**config.mk**
```make
export PLATFORM = sky130hd
export DESIGN_NAME = bzcp_out_skid
export DESIGN_NICKNAME = d
export VERILOG_FILES = /design/src/rtl/bzcp_pkg.sv /design/src/rtl/bzcp_out_skid.sv
export SDC_FILE = /design/constraint.sdc
export NUM_CORES = 1
export LEC_CHECK = 0
export BUFFER_PORTS_ARGS = -buffer_cell sky130_fd_sc_hd__buf_4
export CAP_MARGIN = 20
export CORE_AREA = 2 2 126 190
export DETAILED_ROUTE_END_ITERATION = 10
export DIE_AREA = 0 0 128 192
export GPL_TIMING_DRIVEN = 0
export HOLD_SLACK_MARGIN = 0.02
export PLACE_DENSITY = 0.71
export REMOVE_ABC_BUFFERS = 1
export SYNTH_ARGS = -nofsm -noshare
export SYNTH_HDL_FRONTEND = slang
export SYNTH_SLANG_ARGS = --single-unit
```
**constraint.sdc**
```tcl
create_clock -name clk_i -period 7.3 [get_ports clk_i]
set_clock_uncertainty 0.15 [all_clocks]
set_input_delay 1.095 -clock clk_i [delete_from_list [all_inputs] [get_ports clk_i]]
set_output_delay 1.095 -clock clk_i [all_outputs]
set_load 0.02 [all_outputs]
```
**src/rtl/bzcp_pkg.sv**
```systemverilog
`default_nettype none

package bzcp_pkg;

  // Coordinates and segment differences.
  localparam int COORD_W    = 32;
  localparam int NUM_COORDS = 8;
  localparam int NUM_LANES  = 4;
  localparam int DIFF_W     = COORD_W + 1;

  // Square roots: length from the squared distance, then the centripetal weight.
  localparam int SQ_IN_W    = 2 * DIFF_W;
  localparam int SQ_OUT_W   = DIFF_W;
  localparam int ROOT_SHIFT = 60 - COORD_W;
  localparam int ROOT_W     = (SQ_OUT_W + ROOT_SHIFT + 1) / 2;
  localparam int WSQ_W      = 2 * ROOT_W;
  localparam int PP_W       = ROOT_W + DIFF_W;

  // Division: the quotient is known to stay below 2^Q_W.
  localparam int DEN_W = 64;
  localparam int NUM_W = 96;
  localparam int Q_W   = 52;
  localparam int SUM_W = Q_W + 2;

  localparam int SKID_DEPTH = 2;
  localparam int SKID_CNT_W = 2;

  typedef logic signed [COORD_W-1:0] coord_t;

  localparam coord_t COORD_MAX = {1'b0, {(COORD_W-1){1'b1}}};
  localparam coord_t COORD_MIN = {1'b1, {(COORD_W-1){1'b0}}};

  typedef struct packed {
    coord_t [NUM_LANES-1:0] ctrl;
    logic                   deg_first;
    logic                   deg_second;
    logic                   sat;
  } res_t;

endpackage

`default_nettype wire

```
**src/rtl/bzcp_out_skid.sv**
```systemverilog
`default_nettype none

// Two-entry output buffer. The pipeline moves only while there is room.
module bzcp_out_skid import bzcp_pkg::*; (
  input  wire logic clk_i,
  input  wire logic rst_ni,
  input  wire logic push_i,
  input  wire res_t data_i,
  output logic      room_o,
  output logic      valid_o,
  input  wire logic ready_i,
  output res_t      data_o
);

  res_t                  ent_q [SKID_DEPTH];
  logic [SKID_CNT_W-1:0] cnt_q, cnt_d;
  logic                  wr_q, rd_q;
  logic                  pop;

  assign pop     = valid_o && ready_i;
  assign valid_o = (cnt_q != '0);
  assign room_o  = (cnt_q != SKID_CNT_W'(SKID_DEPTH));
  assign data_o  = ent_q[rd_q];

  always_comb begin
    cnt_d = cnt_q;
    if (push_i && !pop) begin
      cnt_d = cnt_q + SKID_CNT_W'(1);
    end else if (pop && !push_i) begin
      cnt_d = cnt_q - SKID_CNT_W'(1);
    end
  end

  always_ff @(posedge clk_i or negedge rst_ni) begin
    if (!rst_ni) begin
      cnt_q <= '0;
      wr_q  <= 1'b0;
      rd_q  <= 1'b0;
    end else begin
      cnt_q <= cnt_d;
      if (push_i) begin
        wr_q <= !wr_q;
      end
      if (pop) begin
        rd_q <= !rd_q;
      end
    end
  end

  always_ff @(posedge clk_i) begin
    if (push_i) begin
      ent_q[wr_q] <= data_i;
    end
  end

`ifndef SYNTHESIS
  a_cnt_range: assert property (@(posedge clk_i) disable iff (!rst_ni)
    cnt_q <= SKID_CNT_W'(SKID_DEPTH))
    else $error("skid count out of range");

  a_no_push_full: assert property (@(posedge clk_i) disable iff (!rst_ni)
    push_i |-> room_o)
    else $error("item pushed into a full skid buffer");

  a_ptr_count: assert property (@(posedge clk_i) disable iff (!rst_ni)
    (cnt_q == '0 || cnt_q == SKID_CNT_W'(SKID_DEPTH)) |-> (wr_q == rd_q))
    else $error("skid pointers disagree with count");
`endif

endmodule

`default_nettype wire

```
==> impl_metrics.tcl, run 1 <==
set metrics [dict create \
    status "complete, no violations" \
    crit_type "flop to output port" \
    synth_seq_cells 266 \
    worstMarginPinSlew_ns 0.878 \
    ir_drop_uv 338 \
    grt_antenna_before_repair 0 \
    syn_area_per_cell_um2 23.5 \
    crit_required_ns 6.05 \
    area_growth_pct 32.3 \
    fp-row-count 68 \
    yosys.area.top_type "edfxtp_1" \
    startpoint_type "flop" \
    cts_root_buf "clkbuf_16" \
    r2r_slack_ns 5.24 \
    first_global_vias 5557 \
    powerDensity_nw_per_um2 404 \
    slew_headroom 0.415 \
    drv_slew 0 \
    wl_per_cell_um 20.3 \
    nets 848 \
    drtPass1Iterations 4 \
    crit_buf_inv 2 \
    power.total_mw 5.33 \
    r2r-end "ent_q[0][122]" \
    critical_path.max_stage_delay_ns 0.99 \
    htreeDepth 1 \
    drt-total-wl_um 20500 \
    die_w_um 128 \
    worst-path-max-fanout 52 \
    cts_tree "yes" \
    drive_above_1_share 0.606 \
    grt_use_met2 0.310 \
    post-cts-setup-buffer-count 0 \
    vias_per_cell 4.87 \
    p_leak_nw 5.17 \
    seq_area_frac_synth 0.799 \
    drv_cap 0 \
    synth_warnings 0 \
    core_area_um2 22800 \
    ant_nets 0 \
    fmax_ghz 0.267 \
    synth_top_area_share 0.789 \
    yosysUniqueCellTypes 16 \
    path_cells "buf_16 -> mux2_2 -> buf_4" \
    initial_core_util 0.437 \
    timing.hold.ws_ns 0.215 \
    min_path_type "input pin to asynchronous set/reset pin" \
    path_clk_slew_ns 0.06 \
    placed_cells 965 \
    ios 268 \
    multi_input_area_um2 1870 \
    clk-insertion-delay-late_ns 0.51 \
    yosys-top-cells-area "edfxtp_1, mux2_4, mux2_2" \
    die_h_um 192 \
    drt_iter0_drc 209 \
    antenna_cells 0 \
    final_cells 1009 \
    num-fill-cells 1742 \
    cp-startpoint "rd_q" \
    path_delay_family "flip-flops" \
    grt_overflow_total 0 \
    syn_inst 424 \
    syn_area_um2 9970 \
    use_met3 0.0326 \
    cts_sinks 266 \
    grt_max_degree 63 \
    post_cts_resize_count 0 \
    dpl.hpwl_um 14100 \
    drc 0 \
    grt_use_met1 0.164 \
    setup_viol 0 \
    r2r_cells 3 \
    grt_pass1_wl_um 30200 \
    hold_viol_final 0 \
    finalInstanceArea_um2 13200 \
    dieArea_um2 24600 \
    port_buffers 267 \
    grt_setup_unrepaired "no" \
    grt_usage 0.161 \
    dpl_cell_area_um2 12400 \
    cp.arrival_ns 2.50 \
    period_minus_slack_ns 3.74 \
    vias 4912 \
    finalCritPeriodShare 0.513 \
    busiest_layer "met2" \
    end_kind "output port" \
    gp_congestion 0.742 \
    hold_buffers 0 \
    clockBufferDepth 3 \
    cpMaxStageDelayCell "dfrtp_4" \
    r2r_start "wr_q" \
    ff_latch_area_um2 7970 \
    cts_made_buffers 25 \
]
==> registers in the layout, summed over array words and instances, names as in the netlist <==
signal / count
cnt_q: 2
ent_q: 262
wr_q: 1
rd_q: 1
==> worst max-delay path by stage <==
stage	slack, ns	to	depth (start not counted)
6_report	3.56	data_o[32]	3
5_1_grt	3.46	data_o[32]	3
4_1_cts	3.52	data_o[32]	3
3_5_place_dp	4.10	data_o[29]	3
3_3_place_gp	-3.43	ent_q[0][77]	2
2_1_floorplan	-0.26	ent_q[0][0]	1
==> cell type report <==
class                           count  area share
Clock buffer                       29      0.0485
Clock inverter                     15     0.00863
Multi-Input combinational cell    143       0.142
Sequential cell                   266       0.604
Tap cell                          280      0.0266
Timing Repair Buffer              276       0.170
==> layer usage <==
layer,share of wire,vias to the layer above
met1,0.34,2433
li1,-,2260
met2,0.57,172
met4,0.041,0
met5,0,-
met3,0.054,47
==> cells in the final DEF, fill, tap and decap left out, types with 2 or more instances in the layout <==
cell and count:
dfrtp_1 3, edfxtp_1 262, bufinv_16 2, clkinv_2 4, mux2_2 51, mux2_4 80, buf_16 8, xnor2_1 2
clkinv_1 9, xor2_1 3, buf_4 267, clkbuf_16 25, clkbuf_1 4
==> stage by stage <==
stage                     setup WS (ns)  setup TNS, ns  utilization
after global placement            -3.43        -451.53        0.534
after CTS                          3.52              0        0.579
final                              3.56              0        0.579
after global routing               3.46              0        0.579
after floorplan                  -0.260         -34.03            -
after detailed placement           4.10              0        0.546
==> kinds of logic after synthesis <==
kind of cell,count (synthesis),share of synthesized area
adders and majority gates,1,0.00125
DFF,266,0.799
muxes,131,0.178
and+or+nand+nor,6,0.00326
xor gates and xnor gates,5,0.00439
buffers and inverters,15,0.0142
==> report_power, final <==
part	total [mW]	switching [mW]	internal [mW]	leakage, nW
registers	2.17	0.143	2.02	2.50
clock network	1.21	0.519	0.693	0.371
logic	1.95	0.980	0.968	2.29
==> synth_stat cells, drive strengths merged <==
| master | number |
|---|---|
| xnor2 | 2 |
| ha | 1 |
| mux2 | 131 |
| edfxtp | 262 |
| and2 | 1 |
| or2 | 1 |
| nor2b | 1 |
| nand2b | 1 |
| xor2 | 3 |
| nand2 | 1 |
| dfrtp | 4 |
| nor2 | 1 |
| buf | 15 |
==> worst register-to-register path: cells and delay by family (launching register included) <==
kind / cells / cell delay [ns]
AND/OR/NAND/NOR: 1 / 0.65
buffers and inverters: 2 / 0.51
flip-flops: 1 / 0.44
No activity file was read; power rests on OpenSTA's default activity.
==> run 2, diff against run 1 <==
ABC_AREA = 1   (was default)
CORE_AREA = 2 2 125 188   (was 2 2 126 190)
DIE_AREA = 0 0 127 190   (was 0 0 128 192)
clock period = 3 ns   (was 7.3 ns; I/O delays follow)
==> run 2 against run 1 <==
Combinational power rose to 2.7 times the previous value. Final area rose by 8.4%. Critical endpoint is now data_o[120]. Worst setup slack got worse by 3.4 ns. Sequential power rose by 140%. Global-route usage rose by 3.3 points. Critical path type unchanged. Cell count rose by 41%. Area after synthesis fell by 1.9%.
==> impl_metrics.tcl, run 2 <==
set metrics [dict create \
    fmax_ghz 0.348 \
    synth.most_common_cell "nand2_1" \
    dpl.hpwl_um 13900 \
    vias_per_cell 4.78 \
    cts_sinks 266 \
    finalCritPeriodShare 0.958 \
    hold_viol_final 0 \
    wl_met2_um 13400 \
    gp_congestion 0.726 \
    drt_iter0_drc 415 \
    grt_setup_unrepaired "no" \
    yosys-top-cells-area "edfxtp_1, nand2_1, buf_6" \
    syn_area_um2 9790 \
    initial_core_util 0.432 \
    drv_slew 0 \
    regMostFlops "ent_q" \
    clockBufferDepth 3 \
    ant_nets 0 \
    syn_inst 712 \
    drv_cap 0 \
    layout_common_cells "nand2_1, buf_4, edfxtp_1" \
    yosys.area.top_type "edfxtp_1" \
    nets 1258 \
    grt_usage 0.194 \
    min_path_type "input pin to asynchronous set/reset pin" \
    grt_pass1_wl_um 36500 \
    drc 0 \
    cts_root_buf "clkbuf_16" \
    top_layer "met4" \
    drive_above_1_share 0.277 \
    startpoint_type "flop" \
    met1_length_um 8320 \
    status "complete, no violations" \
    vias 6801 \
    largestRegisters "ent_q: 262 flops, cnt_q: 2 flops" \
    crit_required_ns 2.40 \
    synth_top_area_share 0.804 \
    r2r_cells 3 \
    fp-row-count 68 \
    seq_area_frac_synth 0.814 \
    drt-total-wl_um 24200 \
    period_minus_slack_ns 2.87 \
    final_util 0.632 \
    port_buffers 267 \
    yosysUniqueCellTypes 14 \
    setup_viol 0 \
    area_growth_pct 46.1 \
    synth_common_cells "nand2_1, edfxtp_1, buf_2, buf_4, buf_6" \
    crit_type "flop to output port" \
    synth_seq_cells 266 \
    ios 268 \
    cts_made_buffers 25 \
    cp.arrival_ns 2.27 \
    grt_antenna_before_repair 2 \
    tns_ns 0 \
    slew_headroom 0.551 \
    end_kind "output port" \
    first_global_vias 7120 \
    cts_tree "yes" \
    synth_flop_cell "edfxtp_1" \
    synth_edf_count 262 \
    power.total_mw 13.5 \
    syn_area_per_cell_um2 13.7 \
    ir_drop_uv 644 \
    die_h_um 190 \
    drtPass1Iterations 5 \
    dieArea_um2 24100 \
    synth_warnings 0 \
    powerDensity_nw_per_um2 941 \
    htreeDepth 1 \
    worstMarginPinSlew_ns 0.674 \
    wl_met3_um 1250 \
    p_leak_nw 6.08 \
    path_clk_slew_ns 0.06 \
    grt_max_degree 72 \
    grt_overflow_total 0 \
    mostFrequentLayoutCell "nand2_1" \
    wl_per_cell_um 17.0 \
    worst-path-max-fanout 71 \
    clk-insertion-delay-late_ns 0.51 \
    die_w_um 127 \
    synthArstFlopShare 0.0150 \
    largest_reg_flops 262 \
    core_area_um2 22600 \
]
[run 2: worst max-delay path, cell delays in order (launching register included)]
cell and delay (ns):
dfrtp_4 0.62, buf_16 0.28, inv_16 0.22, buf_16 0.26
nand2_1 0.09, nand2_1 0.08, buf_4 0.15
[run 2: worst paths after layout]
kind / from / end / slack [ns]
worst min register to register: cnt_q[0] / cnt_q[0] / 0.36
max in group asynchronous: rst_ni / cnt_q[0] / 2.44
worst min-delay path: rst_ni / rd_q / 0.14
min in group clk_i: cnt_q[0] / cnt_q[0] / 0.36
worst max register to register: wr_q / ent_q[1][2] / 1.03
worst max-delay path: rd_q / data_o[120] / 0.13
[run 2: where the power goes]
part           switching (mW)  internal (mW)  leakage, nW  total, mW
combinational            3.37           1.98         3.21       5.36
clock                    1.30           1.64        0.366       2.94
sequential              0.229           4.93         2.51       5.16
total                    4.91           8.55         6.08       13.5
[run 2: layout make-up]
class	count	area, um^2
diodes	2	5.00
clock buffers	34	659
clock inverters	11	90.1
fillers	1635	8330
inverters	7	47.5
multi-input cells	410	1570
flip-flops and latches	266	7970
well taps	280	350
repair buffers	412	3610
[run 2: stage by stage]
step	hold WS (ns)	instances	instance area [um^2]	setup WS [ns]
finish	0.141	1422	14300	0.127
CTS	0.100	1420	14300	0.0797
global route	0.115	1422	14300	0.0128
detailed placement	0.0995	1238	12100	0.138
global placement	0.0985	1230	11900	-7.26
floorplan	0.00441	683	9560	-3.75
[run 2: logic make-up (layout without fill, tap and decap cells)]
logic type	after synthesis	count (layout)	share of synthesized area
and+or+nand+nor	407	407	0.157
other	0	2	0
buffers and inverters	36	464	0.0261
DFF	266	266	0.814
adders and majority gates	1	1	0.00128
xor gates and xnor gates	2	2	0.00179
[run 2: timing repair]
| item | 4_1_cts | 5_1_grt |
|---|---|---|
| endpoints found under the hold margin | 268 | 0 |
| resized for setup | 4 | 0 |
| hold buffers | 134 | 0 |
| setup endpoints to repair | 131 | 0 |
| setup buffers | 2 | 0 |
[run 2: per-layer routing]
| metal | vias up | global-route usage |
|---|---|---|
| li1 | 3218 | - |
| met1 | 3265 | 0.202 |
| met2 | 237 | 0.371 |
| met3 | 81 | 0.0340 |
| met4 | 0 | 0.0976 |
| met5 | - | 0 |
==> run 3, diff against run 2 <==
BUFFER_PORTS_ARGS = default   (was -buffer_cell sky130_fd_sc_hd__buf_4)
DONT_BUFFER_PORTS = 1   (was default)
PLACE_DENSITY = default   (was 0.71)
clock period = 3.75 ns   (was 3 ns; I/O delays follow)
==> run 3 against run 2 <==
Sequential power is 19% lower. Largest power group is now sequential cells. Highest routed layer unchanged. Non-clock buffer count is 271 lower. Sequential share of layout area is 9.7 points higher.
==> impl_metrics.tcl, run 3 (same netlist as run 2, synthesis figures left out) <==
set metrics [dict create \
    drc 0 \
    drv_cap 0 \
    clk-insertion-delay-late_ns 0.50 \
    fp-row-count 68 \
    setup_viol 0 \
    dieArea_um2 24100 \
    grt_usage 0.160 \
    drv_slew 0 \
    switching_power_mw 3.49 \
    path_delay_family "buffers and inverters" \
    power.total_mw 9.30 \
    dpl_cell_area_um2 10100 \
    min_path_type "input pin to flop" \
    grt_max_degree 73 \
    cts_root_buf "clkbuf_16" \
    first_global_vias 5989 \
    clock_power_share 0.241 \
    dpl.hpwl_um 12600 \
    largestRegisters "ent_q: 262 flops, cnt_q: 2 flops" \
    end_kind "output port" \
    crit_buf_inv 3 \
    antenna_cells 0 \
    nets 986 \
    r2r-end "ent_q[0][78]" \
    core_area_um2 22600 \
    regMostFlops "ent_q" \
    critical_path.max_stage_delay_ns 0.75 \
    port_buffers 0 \
    vias 5628 \
    cp.arrival_ns 2.71 \
    die_w_um 127 \
    final_util 0.538 \
    mostFrequentLayoutCell "nand2_1" \
    cts_tree "yes" \
    cpMaxStageDelayCell "dfrtp_4" \
    r2r_slack_ns 1.28 \
    htreeDepth 1 \
    die_h_um 190 \
    gp_congestion 0.732 \
    initial_core_util 0.432 \
    cts_made_buffers 24 \
    slew_headroom 0.426 \
    cp-startpoint "rd_q" \
    busiest_layer "met2" \
    wl_per_cell_um 17.5 \
    post-cts-setup-buffer-count 0 \
    largest_reg_flops 262 \
    p_seq_frac 0.450 \
    grt_overflow_total 0 \
    fmax_ghz 0.292 \
    drt-total-wl_um 20000 \
    use_met3 0.0402 \
    grt_use_met2 0.305 \
    hold_viol_final 0 \
    worstMarginPinSlew_ns 0.858 \
    r2r_start "wr_q" \
    clockBufferDepth 3 \
    ir_drop_uv 511 \
    layout_common_cells "nand2_1, edfxtp_1, dlygate4sd3_1" \
    placed_cells 971 \
    grt_setup_unrepaired "no" \
    worst-path-max-fanout 72 \
    drt_iter0_drc 322 \
    final_cells 1143 \
    finalInstanceArea_um2 12200 \
    worstSetupPathDepth 5 \
    p_leak_nw 4.73 \
    startpoint_type "flop" \
    combPwrFrac 0.309 \
    critPathCapture "data_o[19]" \
    crit_required_ns 3.04 \
    swShare 0.376 \
    grt_pass1_wl_um 30400 \
    vias_per_cell 4.92 \
    path_cells "buf_16 -> inv_6 -> buf_16 -> nand2_1 -> nand2_1" \
    powerDensity_nw_per_um2 764 \
    cts_sinks 266 \
    crit_type "flop to output port" \
    period_minus_slack_ns 3.42 \
    status "complete, no violations" \
    path_clk_slew_ns 0.06 \
    ant_nets 0 \
    drive_above_1_share 0.0463 \
    r2r_cells 5 \
    grt_use_met1 0.162 \
    area_growth_pct 24.4 \
    grt_antenna_before_repair 0 \
    p_int_mw 5.80 \
    finalCritPeriodShare 0.913 \
    ios 268 \
    drtPass1Iterations 4 \
]
## run 3: changes by cell type in the layout (fill, tap and decap cells not counted), sizes merged
cell / previous run / this run
diode: 2 / 0
clkinv: 8 / 5
clkinvlp: 1 / 0
inv: 8 / 7
buf: 278 / 8
clkbuf: 34 / 33
dlygate4sd3: 134 / 133
## run 3: worst min path at each step
stage / cells past startpoint / endpoint / slack, ns / from
after detailed placement: 0 / cnt_q[1] / 0.12 / rst_ni
final: 2 / rd_q / 0.05 / ready_i
after global routing: 2 / rd_q / 0.06 / ready_i
after global placement: 0 / cnt_q[1] / 0.12 / rst_ni
after CTS: 2 / rd_q / 0.02 / ready_i
after floorplan: 0 / cnt_q[0] / 0.12 / rst_ni
## run 3: per-layer routing
metal	routed length [um]	vias up	share of wire
met5	0	-	0
met4	716	0	0.036
met3	1330	54	0.066
met2	11000	193	0.55
met1	6950	2699	0.35
li1	-	2682	-
## run 3: layout make-up
cell class                      instances  area [um^2]
Clock buffer                           33          656
Clock inverter                          6         55.1
Fill cell                            1849        10500
Inverter                                7         36.3
Multi-Input combinational cell        410         1570
Sequential cell                       266         7970
Tap cell                              280          350
Timing Repair Buffer                  141         1540
## run 3: power by group through the flow
stage,Sequential [mW],Clock [mW],Combinational (mW)
after floorplan,4.34,0,2.07
after global placement,4.50,0,2.59
after detailed placement,4.25,0,2.79
after CTS,4.19,2.31,2.93
after global routing,4.24,2.42,3.13
final,4.19,2.24,2.87
## run 3: repair_timing
action	CTS	global route
gates resized for setup	0	1
hold buffers	133	0
hold endpoints to repair	267	0
setup endpoints to repair	0	26
## run 3: metrics by stage
| stage | hold WS [ns] | setup TNS, ns | setup WS, ns |
|---|---|---|---|
| final | 0.0506 | 0 | 0.327 |
| after global routing | 0.0637 | 0 | 0.0762 |
| after CTS | 0.0213 | 0 | 0.0509 |
| after detailed placement | 0.117 | 0 | 0.610 |
| after global placement | 0.117 | -1356.40 | -5.94 |
| after floorplan | 0.117 | -480.42 | -3.11 |
